===== config.mk =====
export PLATFORM = sky130hd
export DESIGN_NAME = mpbm_queue
export DESIGN_NICKNAME = d
export VERILOG_FILES = /design/src/sv/mpbm_pkg.sv /design/src/sv/mpbm_queue.sv
export SDC_FILE = /design/constraint.sdc
export NUM_CORES = 1
export LEC_CHECK = 0
export ABC_CLOCK_PERIOD_IN_PS = 4200
export BUFFER_PORTS_ARGS = -buffer_cell sky130_fd_sc_hd__buf_2
export CAP_MARGIN = 20
export CORE_ASPECT_RATIO = 1.4
export CORE_MARGIN = 3
export CORE_UTILIZATION = 41
export CTS_BUF_LIST = sky130_fd_sc_hd__clkbuf_8
export DETAILED_ROUTE_END_ITERATION = 8
export PLACE_DENSITY = 0.66
export SLEW_MARGIN = 15
export SYNTH_ARGS = -nofsm -noshare
export SYNTH_HDL_FRONTEND = slang
export SYNTH_SLANG_ARGS = --single-unit

===== constraint.sdc =====
create_clock -name clk -period 4.2 [get_ports clk]
set_input_delay 0.21 -clock clk [delete_from_list [all_inputs] [get_ports clk]]
set_output_delay 0.21 -clock clk [all_outputs]
set_load 0.02 [all_outputs]

===== src/sv/mpbm_pkg.sv =====
// shared types and constants of the multi-pattern byte matcher
package mpbm_pkg;

    localparam int NODE_W      = 10;
    localparam int SYM_W       = 8;
    localparam int ID_W        = 8;
    localparam int FUNC_W      = 2;
    localparam int QUEUE_DEPTH = 4;

    localparam logic [FUNC_W-1:0] FUNC_GOTO_WR = 2'd0;
    localparam logic [FUNC_W-1:0] FUNC_NODE_WR = 2'd1;
    localparam logic [FUNC_W-1:0] FUNC_SCAN    = 2'd2;

    typedef enum logic [1:0] {
        OP_GOTO_WR,
        OP_NODE_WR,
        OP_SCAN
    } cmd_op_t;

    typedef struct packed {
        cmd_op_t           op;
        logic [NODE_W-1:0] node;
        logic [SYM_W-1:0]  sym;
        logic [NODE_W-1:0] target;
        logic              has_match;
        logic [ID_W-1:0]   pattern_id;
        logic              last;
    } cmd_t;

    typedef enum logic [2:0] {
        ST_CLEAR,
        ST_IDLE,
        ST_GOTO_RD,
        ST_GOTO_CHK,
        ST_FAIL_CHK,
        ST_MATCH_CHK,
        ST_RESULT
    } back_state_t;

endpackage


===== src/sv/mpbm_queue.sv =====
// short command queue between front and back
module mpbm_queue (
    input  logic            clk,
    input  logic            rst_n,
    input  logic            push_valid,
    input  mpbm_pkg::cmd_t  push_cmd,
    output logic            push_ready,
    output logic            pop_valid,
    output mpbm_pkg::cmd_t  pop_cmd,
    input  logic            pop_ready
);

    localparam int DEPTH = mpbm_pkg::QUEUE_DEPTH;
    localparam int PW    = $clog2(DEPTH);
    localparam int CW    = $clog2(DEPTH + 1);

    mpbm_pkg::cmd_t  slot_reg [DEPTH];
    logic [PW-1:0]   wptr_reg, wptr_next;
    logic [PW-1:0]   rptr_reg, rptr_next;
    logic [CW-1:0]   count_reg, count_next;
    logic            do_push;
    logic            do_pop;

    assign push_ready = count_reg != CW'(DEPTH);
    assign pop_valid  = count_reg != '0;
    assign pop_cmd    = slot_reg[rptr_reg];
    assign do_push    = push_valid && push_ready;
    assign do_pop     = pop_valid && pop_ready;

    always_comb
    begin
        wptr_next  = do_push ? wptr_reg + PW'(1) : wptr_reg;
        rptr_next  = do_pop ? rptr_reg + PW'(1) : rptr_reg;
        count_next = count_reg;
        if (do_push && !do_pop)
        begin
            count_next = count_reg + CW'(1);
        end
        else if (do_pop && !do_push)
        begin
            count_next = count_reg - CW'(1);
        end
    end

    always_ff @(posedge clk or negedge rst_n)
    begin
        if (!rst_n)
        begin
            wptr_reg  <= '0;
            rptr_reg  <= '0;
            count_reg <= '0;
        end
        else
        begin
            wptr_reg  <= wptr_next;
            rptr_reg  <= rptr_next;
            count_reg <= count_next;
        end
    end

    always_ff @(posedge clk)
    begin
        if (do_push)
        begin
            slot_reg[wptr_reg] <= push_cmd;
        end
    end

endmodule


==> run summary <==
status = complete, no violations
number of global-route vias before repair = 3096
met2 GRT Util = 0.227
count of final hold-check violations = 0
clock power share = 0.221
clock root buffer = clkbuf_8
Setup crit start kind = register
# diodes = 0
die height = 152 um
fin crit period = 2.49 ns
die span in x = 110 um
synthesized flop and latch total = 167
routed len/inst = 18.6 um
die area = 16700 sq um
Total GRT Usage = 0.135
asr flop ratio synth = 0.0419
CTS Buf Count = 17
relative slew slack = 0.280
sequential fraction of design power = 0.481
WP data arrival = 2.28 ns
number of synthesized flops with an enable pin = 160
post-synthesis sequential area ratio = 0.799
Max Buffers Root-to-Sink = 2
Worst Path Required = 3.99 ns
internal power = 3560 uW
sw power = 1620 uW
GR Layer Usage met3 = 0.0348
drt first pass iters = 4
largest net degree at the start of global routing = 43
MaxCap Viol Count = 0
Vias/cell = 4.96
Post-CTS Setup Repair Bufs = 0
GR Layer Usage met1 = 0.166
Worst-path clk slew = 0.08 ns
DRT iter0 DRCs = 175
global-route wire length before repair = 16.7 mm
H-Tree Depth = 4
Pwr Density = 677 nW/um^2
post-synth top area cell = edfxtp_1
FF/Latch Area = 4980 sq um
layout cell share with drive strength beyond 1 = 0.409
Critical Path End Type = output pin
CP Class = register to output pin
post-cts resize count = 0
leakage = 0.00265 uW
# fillers = 1226
Synth cell types = 20
Mapped Area = 6230 sq um
maximum clock frequency = 402 MHz
antenna-violating nets left = 0
Syn Area/Cell = 25.4 sq um
Worst Slack Setup Final = 1.71 ns
Multi-input gate area = 1130 sq um
Boundary Pins = 86
GRT overflow = 0
CTS tree = built
GRT busiest layer = met2
Largest register FFs = 160
core area = 14700 sq um
pre-CTS worst setup slack = 2.00 ns
Syn Nets = 295
total number of vias = 2876
Max rail drop VDD = 334 uV
Mapped Cells = 245
top cells by area, synth = edfxtp_1 77%, mux4_2 14%, dfrtp_1 2.8%, buf_12 1.3%, ha_1 1.0%
Remaining DRCs = 0
Placer Congestion = 0.657
setup TNS = 0 ns
final WL = 10.8 mm
RSZ-0062 raised after global routing = no
top-area cell type share of the netlist area = 0.771
Final Skew = 0.00987 ns
clock net sink count = 167
synthesis-to-layout area growth = 22.7%
Main synth FF type = edfxtp_1
Worst Hold Class = input port to register
switching portion of total power = 0.313
Detailed Place HPWL = 6.36 mm
worst-path fanout max = 42
Initial Util = 0.424
total power = 5180 uW
Yosys warning count = 0
Gate power share = 0.298
Hold Buf Count CTS = 40
Setup violations, final = 0
IO buf count = 85
worst slew pin tran = 1.08 ns
ratio of final minimum period to clock period = 0.593
Worst-Skew Late Latency = 0.42 ns
initial antenna violation count = 0
Rows = 52
Final Max Slew Viols = 0
final net count = 432
[Yosys cell counts, types with 2 or more instances]
master	instances
buf_2	4
mux4_2	38
inv_1	3
buf_12	4
nand2_1	2
nor2_1	2
mux2_2	2
dfrtp_1	7
mux4_1	2
xor2_1	2
ha_1	5
xnor2_1	4
and2_1	4
edfxtp_1	160
[layout by cell type, fill, tap and decap left out, drive strengths merged]
cell type    count
dfrtp            7
clkinvlp         1
mux2             2
nor2             2
or3              1
xnor2            4
clkbuf          17
nand2            2
xor2             2
inv              4
dlygate4sd3     40
nand3            1
mux4            40
fa               1
clkinv           5
and2             4
buf             88
a21boi           1
ha               5
bufinv           4
edfxtp         160
[worst paths after layout]
check	startpoint	to	slack, ns	cells after the start
max	rptr_reg[0]	pop_cmd[35]	1.71	2
min	push_cmd[39]	slot_reg[2][39]	0.03	1
max reg2reg	count_reg[0]	slot_reg[2][5]	2.06	3
min reg2reg	count_reg[2]	count_reg[2]	0.54	1
max in group asynchronous	rst_n	rptr_reg[0]	3.86	2
min in group asynchronous	rst_n	count_reg[0]	0.14	2
[kinds of logic (layout without fill, tap and decap cells)]
group | Yosys count | after routing | share of synthesized area
flip-flops | 167 | 167 | 0.799
AND/OR/NAND/NOR | 10 | 10 | 0.00823
AO/OA/AOI/OAI | 1 | 1 | 0.00181
adder cells (fa/ha/maj) | 6 | 6 | 0.0132
XOR/XNOR | 6 | 6 | 0.00843
multiplexers | 42 | 42 | 0.149
buffers and inverters | 13 | 159 | 0.0203
[worst max-delay path, cell delays in order (launching register included)]
cell and delay, ns:
dfrtp_4 0.99, mux4_1 0.68, buf_2 0.18
[metrics by stage]
step	area (sq um)	instances	utilization	hold WS, ns
final	7650	580	0.520	0.0295
after CTS	7590	577	0.516	0.00119
after floorplan	6230	245	-	-0.0856
after global routing	7650	580	0.520	0.00693
after global placement	6790	509	0.462	0.0530
after detailed placement	6790	509	0.462	0.0629
[per-layer routing]
layer	vias up	part of all wire
met5	-	0
met4	0	0.015
met3	14	0.045
met2	70	0.54
met1	1494	0.40
li1	1298	-
[power by group through the flow]
stage,clock network [uW],logic [uW],registers (uW)
after global placement,0,1500,2540
after detailed placement,0,1510,2560
final,1140,1540,2490
after floorplan,0,1310,2310
after global routing,1240,1640,2560
after CTS,1170,1550,2530
[final cells by class]
| type | instances | area share |
|---|---|---|
| Sequential cell | 167 | 0.652 |
| Clock inverter | 11 | 0.0211 |
| Inverter | 3 | 0.00147 |
| Timing Repair Buffer | 128 | 0.116 |
| Clock buffer | 17 | 0.0306 |
| Multi-Input combinational cell | 65 | 0.148 |
| Tap cell | 189 | 0.0309 |
Power figures use the tool's default switching activity.
