--- src/sv/mpbm_pkg.sv ---
// shared types and constants of the multi-pattern byte matcher
package mpbm_pkg;

    localparam int NODE_W      = 10;
    localparam int SYM_W       = 8;
    localparam int ID_W        = 8;
    localparam int FUNC_W      = 2;
    localparam int QUEUE_DEPTH = 4;

    localparam logic [FUNC_W-1:0] FUNC_GOTO_WR = 2'd0;
    localparam logic [FUNC_W-1:0] FUNC_NODE_WR = 2'd1;
    localparam logic [FUNC_W-1:0] FUNC_SCAN    = 2'd2;

    typedef enum logic [1:0] {
        OP_GOTO_WR,
        OP_NODE_WR,
        OP_SCAN
    } cmd_op_t;

    typedef struct packed {
        cmd_op_t           op;
        logic [NODE_W-1:0] node;
        logic [SYM_W-1:0]  sym;
        logic [NODE_W-1:0] target;
        logic              has_match;
        logic [ID_W-1:0]   pattern_id;
        logic              last;
    } cmd_t;

    typedef enum logic [2:0] {
        ST_CLEAR,
        ST_IDLE,
        ST_GOTO_RD,
        ST_GOTO_CHK,
        ST_FAIL_CHK,
        ST_MATCH_CHK,
        ST_RESULT
    } back_state_t;

endpackage

--- src/sv/mpbm_if.sv ---
// handshake interfaces for command items and result items
interface mpbm_cmd_if;
    logic                         valid;
    logic                         ready;
    logic [mpbm_pkg::FUNC_W-1:0]  func;
    logic [mpbm_pkg::NODE_W-1:0]  node;
    logic [mpbm_pkg::SYM_W-1:0]   symbol;
    logic [mpbm_pkg::NODE_W-1:0]  target;
    logic                         has_match;
    logic [mpbm_pkg::ID_W-1:0]    pattern_id;
    logic                         last;

    modport source (output valid, func, node, symbol, target, has_match, pattern_id, last,
                    input ready);
    modport sink   (input valid, func, node, symbol, target, has_match, pattern_id, last,
                    output ready);
endinterface


--- src/sv/mpbm_front.sv ---
// front end: accepts items, drops unused codes, folds and clips fields
module mpbm_front #(
    parameter int NUM_NODES   = 1024,
    parameter int PATTERN_IDS = 256
) (
    mpbm_cmd_if.sink         cmd,
    input  logic             enable,
    output logic             push_valid,
    output mpbm_pkg::cmd_t   push_cmd,
    input  logic             push_ready
);

    localparam int ID_TOP_INT = (PATTERN_IDS - 1 > 255) ? 255 : PATTERN_IDS - 1;
    localparam logic [mpbm_pkg::ID_W-1:0] ID_TOP = ID_TOP_INT[mpbm_pkg::ID_W-1:0];

    logic node_ok;
    logic known;

    assign cmd.ready = enable && push_ready;
    assign node_ok   = 32'(cmd.node) < 32'(NUM_NODES);

    always_comb
    begin
        known             = 1'b1;
        push_cmd.op       = mpbm_pkg::OP_SCAN;
        push_cmd.node     = cmd.node;
        push_cmd.target   = (32'(cmd.target) < 32'(NUM_NODES)) ? cmd.target : '0;
        push_cmd.has_match = cmd.has_match;
        push_cmd.pattern_id = (cmd.pattern_id > ID_TOP) ? ID_TOP : cmd.pattern_id;
        push_cmd.last     = cmd.last;
        push_cmd.sym      = cmd.symbol;
        case (cmd.func)
            mpbm_pkg::FUNC_GOTO_WR:
            begin
                push_cmd.op = mpbm_pkg::OP_GOTO_WR;
                known       = node_ok;
            end
            mpbm_pkg::FUNC_NODE_WR:
            begin
                push_cmd.op = mpbm_pkg::OP_NODE_WR;
                known       = node_ok;
            end
            mpbm_pkg::FUNC_SCAN:
            begin
                push_cmd.op = mpbm_pkg::OP_SCAN;
                if (cmd.symbol inside {[8'h41:8'h5A]})
                begin
                    push_cmd.sym = cmd.symbol + 8'h20;
                end
            end
            default:
            begin
                known = 1'b0;
            end
        endcase
    end

    assign push_valid = cmd.valid && enable && known;

endmodule

--- src/flat_wrapper.sv ---
// flat-port wrapper written by rule: the top's interface ports become plain ports
module mpbm_front_flat 
#(
    parameter int NUM_NODES   = 1024,
    parameter int PATTERN_IDS = 256
)
  (enable, push_valid, push_cmd, push_ready, cmd_valid, cmd_func, cmd_node, cmd_symbol, cmd_target, cmd_has_match, cmd_pattern_id, cmd_last, cmd_ready);
  mpbm_cmd_if cmd_i ();
  input  logic enable;
  output logic push_valid;
  output mpbm_pkg::cmd_t push_cmd;
  input  logic push_ready;
  input wire logic [$bits(cmd_i.valid)-1:0] cmd_valid;
  input wire logic [$bits(cmd_i.func)-1:0] cmd_func;
  input wire logic [$bits(cmd_i.node)-1:0] cmd_node;
  input wire logic [$bits(cmd_i.symbol)-1:0] cmd_symbol;
  input wire logic [$bits(cmd_i.target)-1:0] cmd_target;
  input wire logic [$bits(cmd_i.has_match)-1:0] cmd_has_match;
  input wire logic [$bits(cmd_i.pattern_id)-1:0] cmd_pattern_id;
  input wire logic [$bits(cmd_i.last)-1:0] cmd_last;
  output wire logic [$bits(cmd_i.ready)-1:0] cmd_ready;
  assign cmd_i.valid = cmd_valid;
  assign cmd_i.func = cmd_func;
  assign cmd_i.node = cmd_node;
  assign cmd_i.symbol = cmd_symbol;
  assign cmd_i.target = cmd_target;
  assign cmd_i.has_match = cmd_has_match;
  assign cmd_i.pattern_id = cmd_pattern_id;
  assign cmd_i.last = cmd_last;
  assign cmd_ready = cmd_i.ready;
  mpbm_front #(.NUM_NODES(NUM_NODES), .PATTERN_IDS(PATTERN_IDS)) u_core (.cmd(cmd_i), .enable(enable), .push_valid(push_valid), .push_cmd(push_cmd), .push_ready(push_ready));
endmodule
--- config.mk ---
export PLATFORM = sky130hd
export DESIGN_NAME = mpbm_front_flat
export DESIGN_NICKNAME = d
export VERILOG_FILES = /design/src/sv/mpbm_pkg.sv /design/src/sv/mpbm_if.sv /design/src/sv/mpbm_front.sv /design/src/flat_wrapper.sv
export SDC_FILE = /design/constraint.sdc
export NUM_CORES = 1
export LEC_CHECK = 0
export ABC_AREA = 1
export ABC_CLOCK_PERIOD_IN_PS = 2160
export BUFFER_PORTS_ARGS = -buffer_cell sky130_fd_sc_hd__buf_4
export CAP_MARGIN = 15
export CORE_AREA = 3 3 43 45
export DETAILED_ROUTE_END_ITERATION = 8
export DIE_AREA = 0 0 46 48
export PLACE_DENSITY = 0.91
export SLEW_MARGIN = 20
export SYNTH_ARGS = -nofsm -noshare
export SYNTH_HDL_FRONTEND = slang
export SYNTH_SLANG_ARGS = --single-unit
--- constraint.sdc ---
create_clock -name vclk -period 2.16
set_input_delay 0.648 -clock vclk [all_inputs]
set_output_delay 0.648 -clock vclk [all_outputs]
set_load 0.01 [all_outputs]
==> metrics <==
outcome completed; Final Power 60.6 uW; critical path launch point type input port; Die W 46 um; number of global-route vias before repair 196; mux contribution to synthesized area 0%; syn_area_per_cell 6.34 um^2; Int Pwr 34.8 uW; n_diodes 0; RSZ-0062 raised after global routing no; Filler Cell Count 176; vias per cell 4.07; Compound-Gate Fraction of Synth Area 1.25%; CP max FO 3; sequential element share of the synthesized area 0%; Crit path required time 1.51 ns; count of final hold-check violations 0; Max Fclk 487 MHz; DP Cell Count 68; CP Capture Type output port; area share of fa/ha/maj cells after synthesis 3.13%; Clock buffer cells 0; largest net degree at the start of global routing 5; core area 1510 um^2; final slew viol count 0; effective utilization at floorplan 26.5%; postcts setup bufs 0; Routed WL per cell 10.2 um; P_leak 0.000200 uW; DR iter-0 viols 4; kind of critical path in2out; Psw 25.7 uW; cts repair resizes 0; first-pass GRT wire length 765 um; Final period util 95.0%; launch point of the worst hold path cmd_target[1]; Syn Inst Count 63; Max IR drop VDD 0.0000578 V; class of the worst hold path in2out; area delta synth->final -14.7%; Setup Viol. Count Final 0; vias 277; FF+latch area 0 um^2; Final Critical Period 2.05 ns; xor-xnor portion of the synthesized cell area 0%; WP data arrival 1.41 ns; Final WS setup 0.107 ns; synth warn 0; Net Sw Frac 42.5%; worst slew pin tran 0.164 ns; sequential share of power 0%; Slew HR 89.0%; Cell Rows 14; nets@finish 98; Die ar. 2210 um^2; count of input and output buffers 25; share of cells above drive strength 1 53.8%; antenna violations before repair 0; Synth cell types 13; gr usage total 4.59%; drt total wl 692 um; seq_cells 0; clock group share of total power 0%; post-route antenna net violation count 0; die height 48 um; Final Non-Filler Cells 68; largest family of logic cells by synthesized area buffers and inverters; DRT Pass-1 Iters 3; max_cap viols 0; GPL Wtd Cong 0.544; number of remaining DRC errors 0; pre-CTS WS 0.106 ns; io pins 85; Post-Syn Nets 107; Power Dens Cells 178 nW/um^2; Synth Cell Area 399 um^2; Post-Synth Simple-Gate Area 24.1%; Hold Path End push_cmd[11]; Min-Delay Path Depth 0; DP Wirelength 630 um; grt total ovfl 0; Comb pwr share 100.0%; Post-CTS Hold Buffers 0; final hold slack 1.30 ns; leading cell types in the layout, fill and taps excluded buf_4, nand2_1, inv_1, nor2_1; most common cell after layout, fill and taps aside buf_4; total negative slack 0 ns
[cell families after synthesis]
| logic type | count (synthesis) |
|---|---|
| compound gates | 1 |
| buf+inv | 41 |
| fa+ha+maj | 1 |
| simple gates | 20 |
[critical path: stages]
cell and delay (ns):
buf_4 0.12, or2_1 0.23, nand2_2 0.09, nand3_2 0.07, nand2_1 0.06, nand2_1 0.05
buf_4 0.14
[synthesized netlist by cell type]
cell | n | area (um^2)
or2_1 | 1 | 6.26
nand3_2 | 1 | 10.0
nand2_1 | 8 | 30.0
nand3_1 | 2 | 10.0
inv_1 | 5 | 18.8
nor2_1 | 4 | 15.0
nor2_2 | 1 | 6.26
nand4_1 | 2 | 12.5
nand2_2 | 1 | 6.26
clkbuf_1 | 1 | 3.75
ha_1 | 1 | 12.5
buf_4 | 35 | 263
a21oi_1 | 1 | 5.00
[power groups by stage]
| stage | clock, uW | combinational (uW) | sequential [uW] |
|---|---|---|---|
| floorplan | 0 | 84.4 | 0 |
| global placement | 0 | 60.6 | 0 |
| detailed placement | 0 | 61.7 | 0 |
| CTS | 0 | 61.8 | 0 |
| global route | 0 | 67.2 | 0 |
| finish | 0 | 60.6 | 0 |
[layout make-up]
type,instances,area [um^2],area share (%)
multi-input cells,22,114,33.5
well taps,16,20.0,5.88
repair buffers,25,188,55.1
inverters,5,18.8,5.51
[stage by stage]
step | area [um^2] | util [%]
after CTS | 340 | 22.6
after global placement | 340 | 22.6
after detailed placement | 340 | 22.6
after global routing | 340 | 22.6
final | 340 | 22.6
after floorplan | 399 | -
[layer usage]
metal  GRT usage [%]  wire (um)  up-vias
li1                -          -      136
met1            3.91        201      128
met2            9.34        414        7
met3            1.13         63        6
met4            2.84         12        0
met5               0          0        -
[how the worst max path moves through the flow]
stage | slack (ns) | from | cells past startpoint | endpoint
floorplan | 0.36 | cmd_symbol[2] | 5 | push_cmd[26]
global placement | 0.11 | cmd_symbol[2] | 7 | push_cmd[26]
detailed placement | 0.11 | cmd_symbol[2] | 7 | push_cmd[26]
CTS | 0.1 | cmd_symbol[2] | 7 | push_cmd[26]
global route | 0.04 | cmd_symbol[2] | 7 | push_cmd[26]
finish | 0.11 | cmd_symbol[2] | 7 | push_cmd[26]
(Power assumes the default switching activity.)
